<file path="config.mk">
export PLATFORM = sky130hd
export DESIGN_NAME = cle_ram
export DESIGN_NICKNAME = d
export VERILOG_FILES = /design/src/cle_ram.sv
export SDC_FILE = /design/constraint.sdc
export NUM_CORES = 1
export LEC_CHECK = 0
export BUFFER_PORTS_ARGS = -buffer_cell sky130_fd_sc_hd__buf_4
export CAP_MARGIN = 10
export CORE_MARGIN = 2
export CORE_UTILIZATION = 30
export CTS_CLUSTER_SIZE = 12
export DETAILED_ROUTE_END_ITERATION = 8
export GPL_TIMING_DRIVEN = 0
export HOLD_SLACK_MARGIN = 0.06
export PLACE_DENSITY = 0.51
export SLEW_MARGIN = 25
export SYNTH_ARGS = -nofsm -noshare
export SYNTH_HDL_FRONTEND = slang
export SYNTH_SLANG_ARGS = --single-unit
export TNS_END_PERCENT = 100
</file>
<file path="constraint.sdc">
create_clock -name clk_i -period 2.5 [get_ports clk_i]
set_clock_uncertainty 0.1 [all_clocks]
set_input_delay 0.25 -clock clk_i [delete_from_list [all_inputs] [get_ports clk_i]]
set_output_delay 0.25 -clock clk_i [all_outputs]
set_load 0.1 [all_outputs]
</file>
<file path="src/cle_ram.sv">
// Generic simple dual-port RAM with one write port and a registered read port.
// No dependencies.
module cle_ram #(
  parameter int WIDTH = 8,
  parameter int DEPTH = 16
) (
  input  logic                     clk_i,
  input  logic                     we_i,
  input  logic [$clog2(DEPTH)-1:0] waddr_i,
  input  logic [WIDTH-1:0]         wdata_i,
  input  logic [$clog2(DEPTH)-1:0] raddr_i,
  output logic [WIDTH-1:0]         rdata_o
);

  logic [WIDTH-1:0] mem_q [DEPTH];
  logic [WIDTH-1:0] rdata_q;

  // Write and registered read.
  always_ff @(posedge clk_i) begin
    if (we_i) begin
      mem_q[waddr_i] <= wdata_i;
    end
    rdata_q <= mem_q[raddr_i];
  end

  assign rdata_o = rdata_q;

endmodule

</file>
==> implementation parameters, run 1 <==
Parameter                              Value

Drt
  Drt initial violations    186
  Via count of the routed design    2,369
  Antenna violation net count after detailed routing    0
  Mean routed wirelength per cell    20.54 µm
  Number of detailed-routing iterations run before antenna repair    4
  Residual DRC count    0
  Total wire length    roughly 10,000 µm
  Detailed-route vias per instance    4.691

Global routing
  Initial antenna violation count    0
  Final global-route overflow total    0
  Pin count of the biggest net entering global routing    17
  Wire length of the first global-routing pass    15,500 µm
  Number of global-route vias before repair    around 2,400
  Global-route total usage across every layer    0.1234

Finish
  Synth-to-layout area growth    20.00%
  ANT cells    0
  Most used cells in the layout excluding fill and tap cells    edfxtp_1, buf_4, mux4_2, clkbuf_16, a22oi_1
  Proportion of layout cells with a drive suffix above 1    0.2877
  Seq. cell area    4004 µm²
  Filler Cells Inserted    1,541
  Net count, final    291
  Footprint of the multi-input gates    between 1000 and 1500 µm²
  Most common cell after layout, fill and taps aside    edfxtp_1

Power
  Combinational share of power    0.072
  Part of the power in registers    0.489
  Sw frac    0.2146
  Internal Power    4112 µW
  Power Total    ~5200 µW
  Net Sw Power    1123 µW
  Maximum ir drop on the vdd rail    ~0.47 mV
  Pwr/cell area    about 850 nW/µm²
  Leakage power    just over 0.002 µW
  Portion of total power attributed to the clock network    0.439

Floorplanning
  Floorplan die width    around 130 µm
  Height of the die    approximately 130 µm
  Ports    26
  Number of rows in the core area    between 40 and 50
  Starting density of the core    0.3082
  Core Box Area    16,700 µm²
  Total Die Area    18,220 µm²

Yosys
  Adder and majority cell fraction of the synthesized area    0
  Post-synth top area share    0.7467
  Dominant combinational cell family by area after synthesis    multiplexers
  Synth Area per Inst    between 20 and 25 µm²
  Compound-Gate Fraction of Synth Area    0.02333
  Proportion of synthesized chip area in sequential cells    0.7778
  Multiplexer share of the synthesized area    0.1502
  Synth Instances    229
  Unique masters post-synth    19
  Yosys warns    0
  Cells taking the most area after synthesis    edfxtp_1, mux4_2, mux4_1, dfxtp_1, a22oi_1
  Fraction of synthesized cell area in xor and xnor cells    0
  Simple-Gate Fraction of Synth Area    0.03184
  Post-Synthesis Cell Area    5147 µm²
  Number of nets in the synthesized netlist    roughly 250
  Cell accounting for the most synthesized area    edfxtp_1
  Flop and latch count out of synthesis    approximately 140

Critical path
  Start point of the critical path    waddr_i[2]
  Count of buffering cells on the critical path with inverters included    1
  Crit-path max cell delay    roughly 0.65 ns
  Worst endpoint required time    2.43 ns
  Data arrival time of the worst path    1.56 ns
  Slowest-stage cell, CP    nor2_1
  Number of cells on the critical path    3
  Setup crit start kind    input pin
  WS Path Type    in2reg
  Endpoint type of the worst setup path    register
  Worst-case reg-to-reg path depth    3
  Critical path cell sequence    buf_4, or3b_2, nor2_1
  Startpoint of the lowest-slack register-to-register path    mem_q[9][4]$_DFFE_PP_
  Largest fanout on the critical path    8
  Cell family contributing the most delay on the critical path    simple AND/OR/NAND/NOR gates

Min path
  Hold depth    1
  Worst min-delay path startpoint    wdata_i[2]
  Tightest Hold Check Type    in2reg

Clock tree
  CTS resizes    0
  Number of H-tree branching levels    4
  Deepest clock path buffer count    2
  Number of buffers created by CTS    17
  Clock Latency Late Sink    0.41 ns
  Clk slew on worst S/H paths    0.05 ns
  Post-CTS Setup Inserts    0
  Cell at the root of the clock tree    clkbuf_16
  Quantity of hold-fixing buffers added after cts    1
  Clk sinks    136
  CTS tree    yes

Timing
  Accumulated negative setup slack    0 ns
  Final Hold Slack    0.07102 ns
  Final number of max-transition violations    0
  RSZ-0062 raised after global routing    false
  Number of endpoints with negative hold slack in the final report    0
  Count of final setup violators    0
  Minimum clock period after layout    1.622 ns
  Slew @ Worst Pin    0.8247 ns
  Tcrit/Tclk final    0.6487
  Worst max-slew margin expressed relative to the limit    0.4482
  Maximum clock frequency    616.6 MHz

Placed design
  Placer's final routability congestion estimate    0.6827
  Detailed placement HPWL    between 6000 and 7000 µm
  Number of buffer cells added on primary ports    24

Outcome
  Run status    complete, no violations

Job
  Max-Cap Viols    0
[flip-flops by register name, indices dropped and copies added (netlist names)]
name     count
mem_q      128
rdata_o      8
[layout make-up]
| class | count | share of cell area |
|---|---|---|
| buffer | 10 | 0.01398 |
| clock buffer | 20 | 0.07069 |
| clock inverter | 11 | 0.01742 |
| multi-input combinational | 83 | 0.1744 |
| sequential | 136 | 0.6482 |
| tap | 220 | 0.04456 |
| timing repair buffer | 25 | 0.03079 |
[metrics by stage]
step | area (µm²) | setup slack [ns] | instances | utilization
final | 6177 | 0.8782 | 505 | 0.3699
after global routing | 6177 | 0.8045 | 505 | 0.3699
after CTS | 6177 | 0.8360 | 505 | 0.3699
after detailed placement | 5623 | 0.3966 | 473 | 0.3367
after global placement | 5603 | -0.02284 | 473 | 0.3355
after floorplan | 5147 | 0.6571 | 229 | -
[kinds of logic after synthesis]
logic type      after synthesis
mux                          32
flops                       136
simple gates                 35
compound gates               16
buf+inv                      10
[routing by layer]
| metal | vias to the layer above | global-route usage | share of wire |
|---|---|---|---|
| met5 | - | 0 | 0 |
| met4 | 0 | 0.04514 | 0.012 |
| met3 | 7 | 0.04317 | 0.079 |
| met2 | 74 | 0.1729 | 0.45 |
| met1 | 1217 | 0.1776 | 0.45 |
| li1 | 1071 | - | - |
[power groups by stage]
stage	combinational, µW	sequential, µW	clock, µW
3_5_place_dp	380	2610	0
2_1_floorplan	129	2720	0
6_report	376	2560	2300
5_1_grt	398	2570	2450
4_1_cts	382	2560	2350
3_3_place_gp	375	2610	0
[final timing paths]
check / endpoint / slack, ns
setup / recovery: mem_q[2][3]$_DFFE_PP_ / 0.88
hold / removal: mem_q[14][2]$_DFFE_PP_ / 0.07
setup reg to reg: rdata_o[4]$_DFF_P_ / 0.99
hold reg to reg: rdata_o[0]$_DFF_P_ / 0.59
[cell usage after synthesis (all sizes together)]
cell           instances
dfxtp                  8
a22oi                 16
mux4                  32
nand3b                 2
nand3                  1
nor3                   4
and2                   1
nand2b                 2
or3b                   1
and2b                  1
nand2                  9
nor2                  13
nor2b                  1
clkdlybuf4s25          3
buf                    7
edfxtp               128
No activity file was read; power rests on OpenSTA's default activity.
==> run 2, diff against run 1 <==
--- a/config.mk
+++ b/config.mk
@@ -13,7 +13,7 @@
 export DETAILED_ROUTE_END_ITERATION = 8
 export GPL_TIMING_DRIVEN = 0
 export HOLD_SLACK_MARGIN = 0.06
-export PLACE_DENSITY = 0.51
+export PLACE_DENSITY = 0.52
 export SLEW_MARGIN = 25
 export SYNTH_ARGS = -nofsm -noshare
 export SYNTH_HDL_FRONTEND = slang
==> constraint.sdc (replaced) <==
create_clock -name clk_i -period 1.3 [get_ports clk_i]
set_clock_uncertainty 0.1 [all_clocks]
set_input_delay 0.13 -clock clk_i [delete_from_list [all_inputs] [get_ports clk_i]]
set_output_delay 0.13 -clock clk_i [all_outputs]
set_load 0.1 [all_outputs]
==> implementation parameters, run 2 (same netlist as run 1, synthesis figures left out) <==
Parameter                              Value

Outcome
  Run status    complete, but fails checks
  Failing checks    negative setup slack

Finish
  Synth-to-layout area growth    21.44%
  ANT cells    0 (unchanged)
  Register containing the most flip-flops in the final layout    mem_q
  Net count, final    298 (+2.4%)
  Seq. cell area    4004 µm² (unchanged)
  Filler Cells Inserted    1,554 (+0.84%)
  Final core area utilization    0.3743 (+0.004420)
  Footprint of the multi-input gates    1114 µm² (+3.4%)
  Proportion of layout cells with a drive suffix above 1    0.3780 (+0.09029)
  Most used cells in the layout excluding fill and tap cells    edfxtp_1, mux4_2, buf_4, clkbuf_16, nor2_2
  Number of flip-flops under the largest register name    128 (unchanged)
  Most common cell after layout, fill and taps aside    edfxtp_1

Clock tree
  Deepest clock path buffer count    2 (unchanged)
  Clk sinks    136 (unchanged)
  Number of buffers created by CTS    17 (unchanged)
  Post-CTS Setup Inserts    0 (unchanged)
  CTS tree    yes
  Clk slew on worst S/H paths    0.05 ns (about the same)
  Number of H-tree branching levels    4 (unchanged)
  Cell at the root of the clock tree    clkbuf_16
  Clock Latency Late Sink    0.42 ns (about the same)

Drt
  Detailed-route vias per instance    4.716 (+0.54%)
  Total wire length    10,900 µm (+5.1%)
  Via count of the routed design    2,410 (+1.7%)
  Number of detailed-routing iterations run before antenna repair    4 (unchanged)
  Antenna violation net count after detailed routing    0 (unchanged)
  Residual DRC count    0 (unchanged)
  Drt initial violations    275 (+48%)
  Mean routed wirelength per cell    21.33 µm (+3.9%)

Critical path
  WS Path Type    reg2reg
  Endpoint type of the worst setup path    register
  Worst endpoint required time    1.49 ns (-0.94 ns)
  R2r setup slk    -0.11 ns (-1.10 ns)
  Setup crit start kind    register
  Worst-case reg-to-reg path depth    3 (unchanged)
  Endpoint of the most critical setup path    rdata_o[5]$_DFF_P_
  Startpoint of the lowest-slack register-to-register path    mem_q[7][5]$_DFFE_PP_
  Data arrival time of the worst path    1.60 ns (+0.04 ns)
  Start point of the critical path    mem_q[7][5]$_DFFE_PP_
  Largest fanout on the critical path    1 (-7)
  FF-to-FF End    rdata_o[5]$_DFF_P_

Timing
  Final worst setup slack    -0.1099 ns (-0.9882 ns)
  RSZ-0062 raised after global routing    true
  Number of endpoints with negative hold slack in the final report    0 (unchanged)
  Final number of max-transition violations    0 (unchanged)
  Accumulated negative setup slack    -0.6169 ns (-0.6169 ns)
  Minimum clock period after layout    1.410 ns
  Maximum clock frequency    709.3 MHz
  Slew @ Worst Pin    0.8321 ns (+0.007379 ns)
  Worst max-slew margin expressed relative to the limit    0.4432 (-0.004938)
  Tcrit/Tclk final    1.085
  Count of final setup violators    8 (+8)

Power
  Power Total    9702 µW (+85%)
  Leakage power    0.001998 µW (-1.7%)
  Pwr/cell area    1552 nW/µm² (+83%)
  Maximum ir drop on the vdd rail    1.009 mV (+120%)

Placed design
  Number of buffer cells added on primary ports    24 (unchanged)
  Detailed placement HPWL    6919 µm (+4.1%)
  Post-place setup slack    -0.4421 ns (-0.8388 ns)
  Placer's final routability congestion estimate    0.6831 (about the same)

Global routing
  Initial antenna violation count    0 (unchanged)
  Final global-route overflow total    0 (unchanged)
  Global-route total usage across every layer    0.1303 (+0.006900)
  Pin count of the biggest net entering global routing    17 (unchanged)
  Wire length of the first global-routing pass    16,480 µm (+6.3%)
  Number of global-route vias before repair    2,545 (+5.3%)

Min path
  Tightest Hold Check Type    in2reg

Floorplanning
  Core Box Area    16,700 µm² (unchanged)
  Floorplan die width    135.0 µm (unchanged)
  Height of the die    135.0 µm (unchanged)
  Starting density of the core    0.3082 (unchanged)
  Ports    26 (unchanged)
  Total Die Area    18,220 µm² (unchanged)
  Number of rows in the core area    47 (unchanged)

Job
  Max-Cap Viols    0 (unchanged)
run 2: changes by cell type in the layout (fill, tap and decap cells not counted), moves of 2 or more:
cell / before / now
dlygate4sd3_1: 1 / 8
nor3_2: 4 / 2
clkinv_1: 3 / 5
nor2_1: 13 / 1
nor3_4: 0 / 2
buf_12: 0 / 3
a22oi_2: 0 / 8
clkbuf_1: 3 / 5
a22oi_1: 16 / 8
bufinv_16: 2 / 0
nor2_2: 0 / 12
buf_6: 3 / 0
mux4_2: 18 / 31
mux4_1: 14 / 1
run 2: repair_timing:
item | 4_1_cts | 5_1_grt
hold buffers | 8 | 0
endpoints found under the setup margin | 8 | 72
resized for setup | 9 | 15
pin swaps | 4 | 6
hold endpoints to repair | 136 | 0
run 2: how the worst min path moves through the flow:
stage	startpoint	to	depth (start not counted)
floorplan	wdata_i[0]	mem_q[0][0]$_DFFE_PP_	0
global route	waddr_i[1]	mem_q[0][2]$_DFFE_PP_	2
CTS	waddr_i[1]	mem_q[0][2]$_DFFE_PP_	2
detailed placement	wdata_i[6]	mem_q[4][6]$_DFFE_PP_	1
global placement	wdata_i[6]	mem_q[6][6]$_DFFE_PP_	1
finish	waddr_i[1]	mem_q[0][6]$_DFFE_PP_	2
run 2: area by class of cell:
| class | count | share of cell area |
|---|---|---|
| plain buffers | 10 | 0.01922 |
| clock buffers | 22 | 0.07106 |
| clock inverters | 8 | 0.005404 |
| multi-input cells | 83 | 0.1781 |
| flip-flops and latches | 136 | 0.6405 |
| well taps | 220 | 0.04404 |
| repair buffers | 32 | 0.04163 |
run 2: per-stage QoR:
stage / instances / instance area [µm²] / hold WS [ns]
detailed placement: 473 / 5647 / 0.3633
floorplan: 229 / 5191 / 0.1289
CTS: 511 / 6223 / 0.03842
global placement: 473 / 5647 / 0.3438
finish: 511 / 6251 / 0.07711
global route: 511 / 6251 / 0.06724
run 2: power by group:
group	switching, µW	total (µW)	leakage [µW]	internal, µW
Sequential	24.9	4930	0.00122	4910
Clock	1620	3980	0.000235	2360
Combinational	521	791	0.000539	270
Total	2160	9700	0.00200	7540
run 2: layer usage:
layer  track usage  wire length [µm]  vias up
met5             0                 0        -
met4       0.04688               142        0
li1              -                 -     1063
met2        0.1895              5015       55
met3       0.03791               499       14
met1        0.1869              5244     1278
run 2: worst max-delay path, stage by stage (launching register included):
cell	delay, ns
edfxtp_1	0.36
mux4_2	0.52
a22oi_1	0.20
nand2_1	0.10
==> run 3, diff against run 2 <==
--- a/config.mk
+++ b/config.mk
@@ -8,12 +8,12 @@
 export BUFFER_PORTS_ARGS = -buffer_cell sky130_fd_sc_hd__buf_4
 export CAP_MARGIN = 10
 export CORE_MARGIN = 2
-export CORE_UTILIZATION = 30
+export CORE_UTILIZATION = 45
 export CTS_CLUSTER_SIZE = 12
 export DETAILED_ROUTE_END_ITERATION = 8
 export GPL_TIMING_DRIVEN = 0
 export HOLD_SLACK_MARGIN = 0.06
-export PLACE_DENSITY = 0.52
+export PLACE_DENSITY_LB_ADDON = 0.15
 export SLEW_MARGIN = 25
 export SYNTH_ARGS = -nofsm -noshare
 export SYNTH_HDL_FRONTEND = slang
==> implementation parameters, run 3 (same netlist as run 1, synthesis figures left out) <==
Parameter                              Value

Critical path
  Worst endpoint required time    1.49 ns (about the same)
  WS Path Type    reg2reg
  Data arrival time of the worst path    1.64 ns (+0.04 ns)
  Setup crit start kind    register
  Worst-case reg-to-reg path depth    3 (unchanged)
  Startpoint of the lowest-slack register-to-register path    mem_q[0][0]$_DFFE_PP_
  FF-to-FF End    rdata_o[0]$_DFF_P_
  R2r setup slk    -0.15 ns (-0.04 ns)
  Largest fanout on the critical path    1 (unchanged)
  Endpoint type of the worst setup path    register

Clock tree
  Number of H-tree branching levels    4 (unchanged)
  Post-CTS Setup Inserts    0 (unchanged)
  CTS tree    yes
  Clk sinks    136 (unchanged)
  Number of buffers created by CTS    17 (unchanged)
  Clock Latency Late Sink    0.41 ns (about the same)
  Deepest clock path buffer count    2 (unchanged)
  Cell at the root of the clock tree    clkbuf_16
  Clk slew on worst S/H paths    0.06 ns (about the same)

Finish
  Seq. cell area    4004 µm² (unchanged)
  Filler Cells Inserted    819 (-47%)
  Net count, final    298 (unchanged)
  Synth-to-layout area growth    24.33%
  Number of flip-flops under the largest register name    128 (unchanged)
  Register containing the most flip-flops in the final layout    mem_q
  ANT cells    0 (unchanged)
  Most used cells in the layout excluding fill and tap cells    edfxtp_1, mux4_2, buf_4, clkbuf_16, a22oi_2
  Most common cell after layout, fill and taps aside    edfxtp_1
  Proportion of layout cells with a drive suffix above 1    0.4300 (+0.05203)
  Footprint of the multi-input gates    1136 µm² (+2.0%)

Drt
  Detailed-route vias per instance    5.484 (+16%)
  Drt initial violations    148 (-46%)
  Via count of the routed design    2,391 (-0.79%)
  Residual DRC count    0 (unchanged)
  Number of detailed-routing iterations run before antenna repair    6 (+2)
  Mean routed wirelength per cell    23.13 µm (+8.4%)
  Antenna violation net count after detailed routing    0 (unchanged)
  Total wire length    10,090 µm (-7.5%)

Floorplanning
  Number of rows in the core area    39 (-17%)
  Starting density of the core    0.4567 (+0.1484)
  Ports    26 (unchanged)
  Core Box Area    11,270 µm² (-33%)
  Floorplan die width    111.0 µm (-18%)
  Height of the die    111.0 µm (-18%)
  Total Die Area    12,310 µm² (-32%)

Global routing
  Global-route total usage across every layer    0.1774 (+0.04714)
  Initial antenna violation count    0 (unchanged)
  Wire length of the first global-routing pass    15,260 µm (-7.4%)
  Pin count of the biggest net entering global routing    17 (unchanged)
  Final global-route overflow total    0 (unchanged)
  Number of global-route vias before repair    2,490 (-2.2%)

Power
  Maximum ir drop on the vdd rail    0.7991 mV (-21%)
  Pwr/cell area    1772 nW/µm² (+14%)
  Leakage power    0.002100 µW (+5.1%)

Timing
  Minimum clock period after layout    1.448 ns (+0.03798 ns)
  Final Hold Slack    0.07195 ns (-0.005164 ns)
  Count of final setup violators    8 (unchanged)
  Worst max-slew margin expressed relative to the limit    0.3697 (-0.07356)
  Slew @ Worst Pin    0.9420 ns (+0.1099 ns)
  Maximum clock frequency    690.7 MHz (-2.6%)
  Tcrit/Tclk final    1.114 (+0.02922)
  Final number of max-transition violations    0 (unchanged)
  Number of endpoints with negative hold slack in the final report    0 (unchanged)
  RSZ-0062 raised after global routing    true
  Final worst setup slack    -0.1479 ns (-0.03798 ns)
  Accumulated negative setup slack    -0.5381 ns (+0.07876 ns)

Outcome
  Run status    complete, but fails checks
  Failing checks    negative setup slack

Min path
  Hold depth    2 (unchanged)
  Tightest Hold Check Type    in2reg
  End point of the most critical hold path    mem_q[0][5]$_DFFE_PP_
  Worst min-delay path startpoint    waddr_i[1]

Job
  Max-Cap Viols    0 (unchanged)

Placed design
  Number of buffer cells added on primary ports    24 (unchanged)
  Detailed placement HPWL    6198 µm (-10%)
  Placer's final routability congestion estimate    0.6823 (-0.12%)
## run 3: layout make-up
cell class              count  share of cell area
flip-flops and latches    136              0.6256
multi-input cells          83              0.1775
clock buffers              19             0.07077
repair buffers             32             0.04066
clock inverters            13             0.03871
well taps                 143             0.02796
plain buffers              10             0.01877
## run 3: worst max-delay path by stage
stage / startpoint / end / slack, ns / cells after the start
after floorplan: raddr_i[0] / rdata_o[2]$_DFF_P_ / -0.04 / 5
after detailed placement: waddr_i[2] / mem_q[10][2]$_DFFE_PP_ / -0.42 / 3
after global placement: waddr_i[2] / mem_q[11][2]$_DFFE_PP_ / -0.38 / 3
final: mem_q[0][0]$_DFFE_PP_ / rdata_o[0]$_DFF_P_ / -0.15 / 3
after global routing: mem_q[0][0]$_DFFE_PP_ / rdata_o[0]$_DFF_P_ / -0.13 / 3
after CTS: mem_q[0][0]$_DFFE_PP_ / rdata_o[0]$_DFF_P_ / -0.15 / 3
## run 3: layer usage
metal  up-vias  global-route usage  part of all wire
met5         -                   0                 0
met4         0             0.07417             0.017
met3        16             0.04265             0.048
met2        76              0.2638              0.48
met1      1237              0.2550              0.46
li1       1062                   -                 -
## run 3: timing repair
action,CTS,global route
hold buffers,8,0
setup endpoints to repair,8,48
resized for setup,10,18
endpoints found under the hold margin,136,0
pin swaps,7,9
## run 3: critical path, stage by stage (launching register included)
cell      delay [ns]
edfxtp_1        0.39
mux4_2          0.48
a22oi_2         0.26
nand2_1         0.09
## run 3: metrics by stage
step	std cells	instance area (µm²)	total power [µW]	worst slack [ns]	utilization
2_1_floorplan	229	5191	5500	-0.03706	-
3_3_place_gp	396	5550	5745	-0.3771	0.4924
3_5_place_dp	396	5550	5761	-0.4245	0.4924
4_1_cts	436	6337	11390	-0.1503	0.5622
5_1_grt	436	6400	11680	-0.1290	0.5678
6_report	436	6400	11340	-0.1479	0.5678
## run 3: power breakdown
part / internal (µW) / switching (µW) / leakage (µW)
Clock: 3880 / 1740 / 0.000335
Combinational: 275 / 519 / 0.000541
Sequential: 4900 / 24.0 / 0.00122
Total: 9060 / 2290 / 0.00210
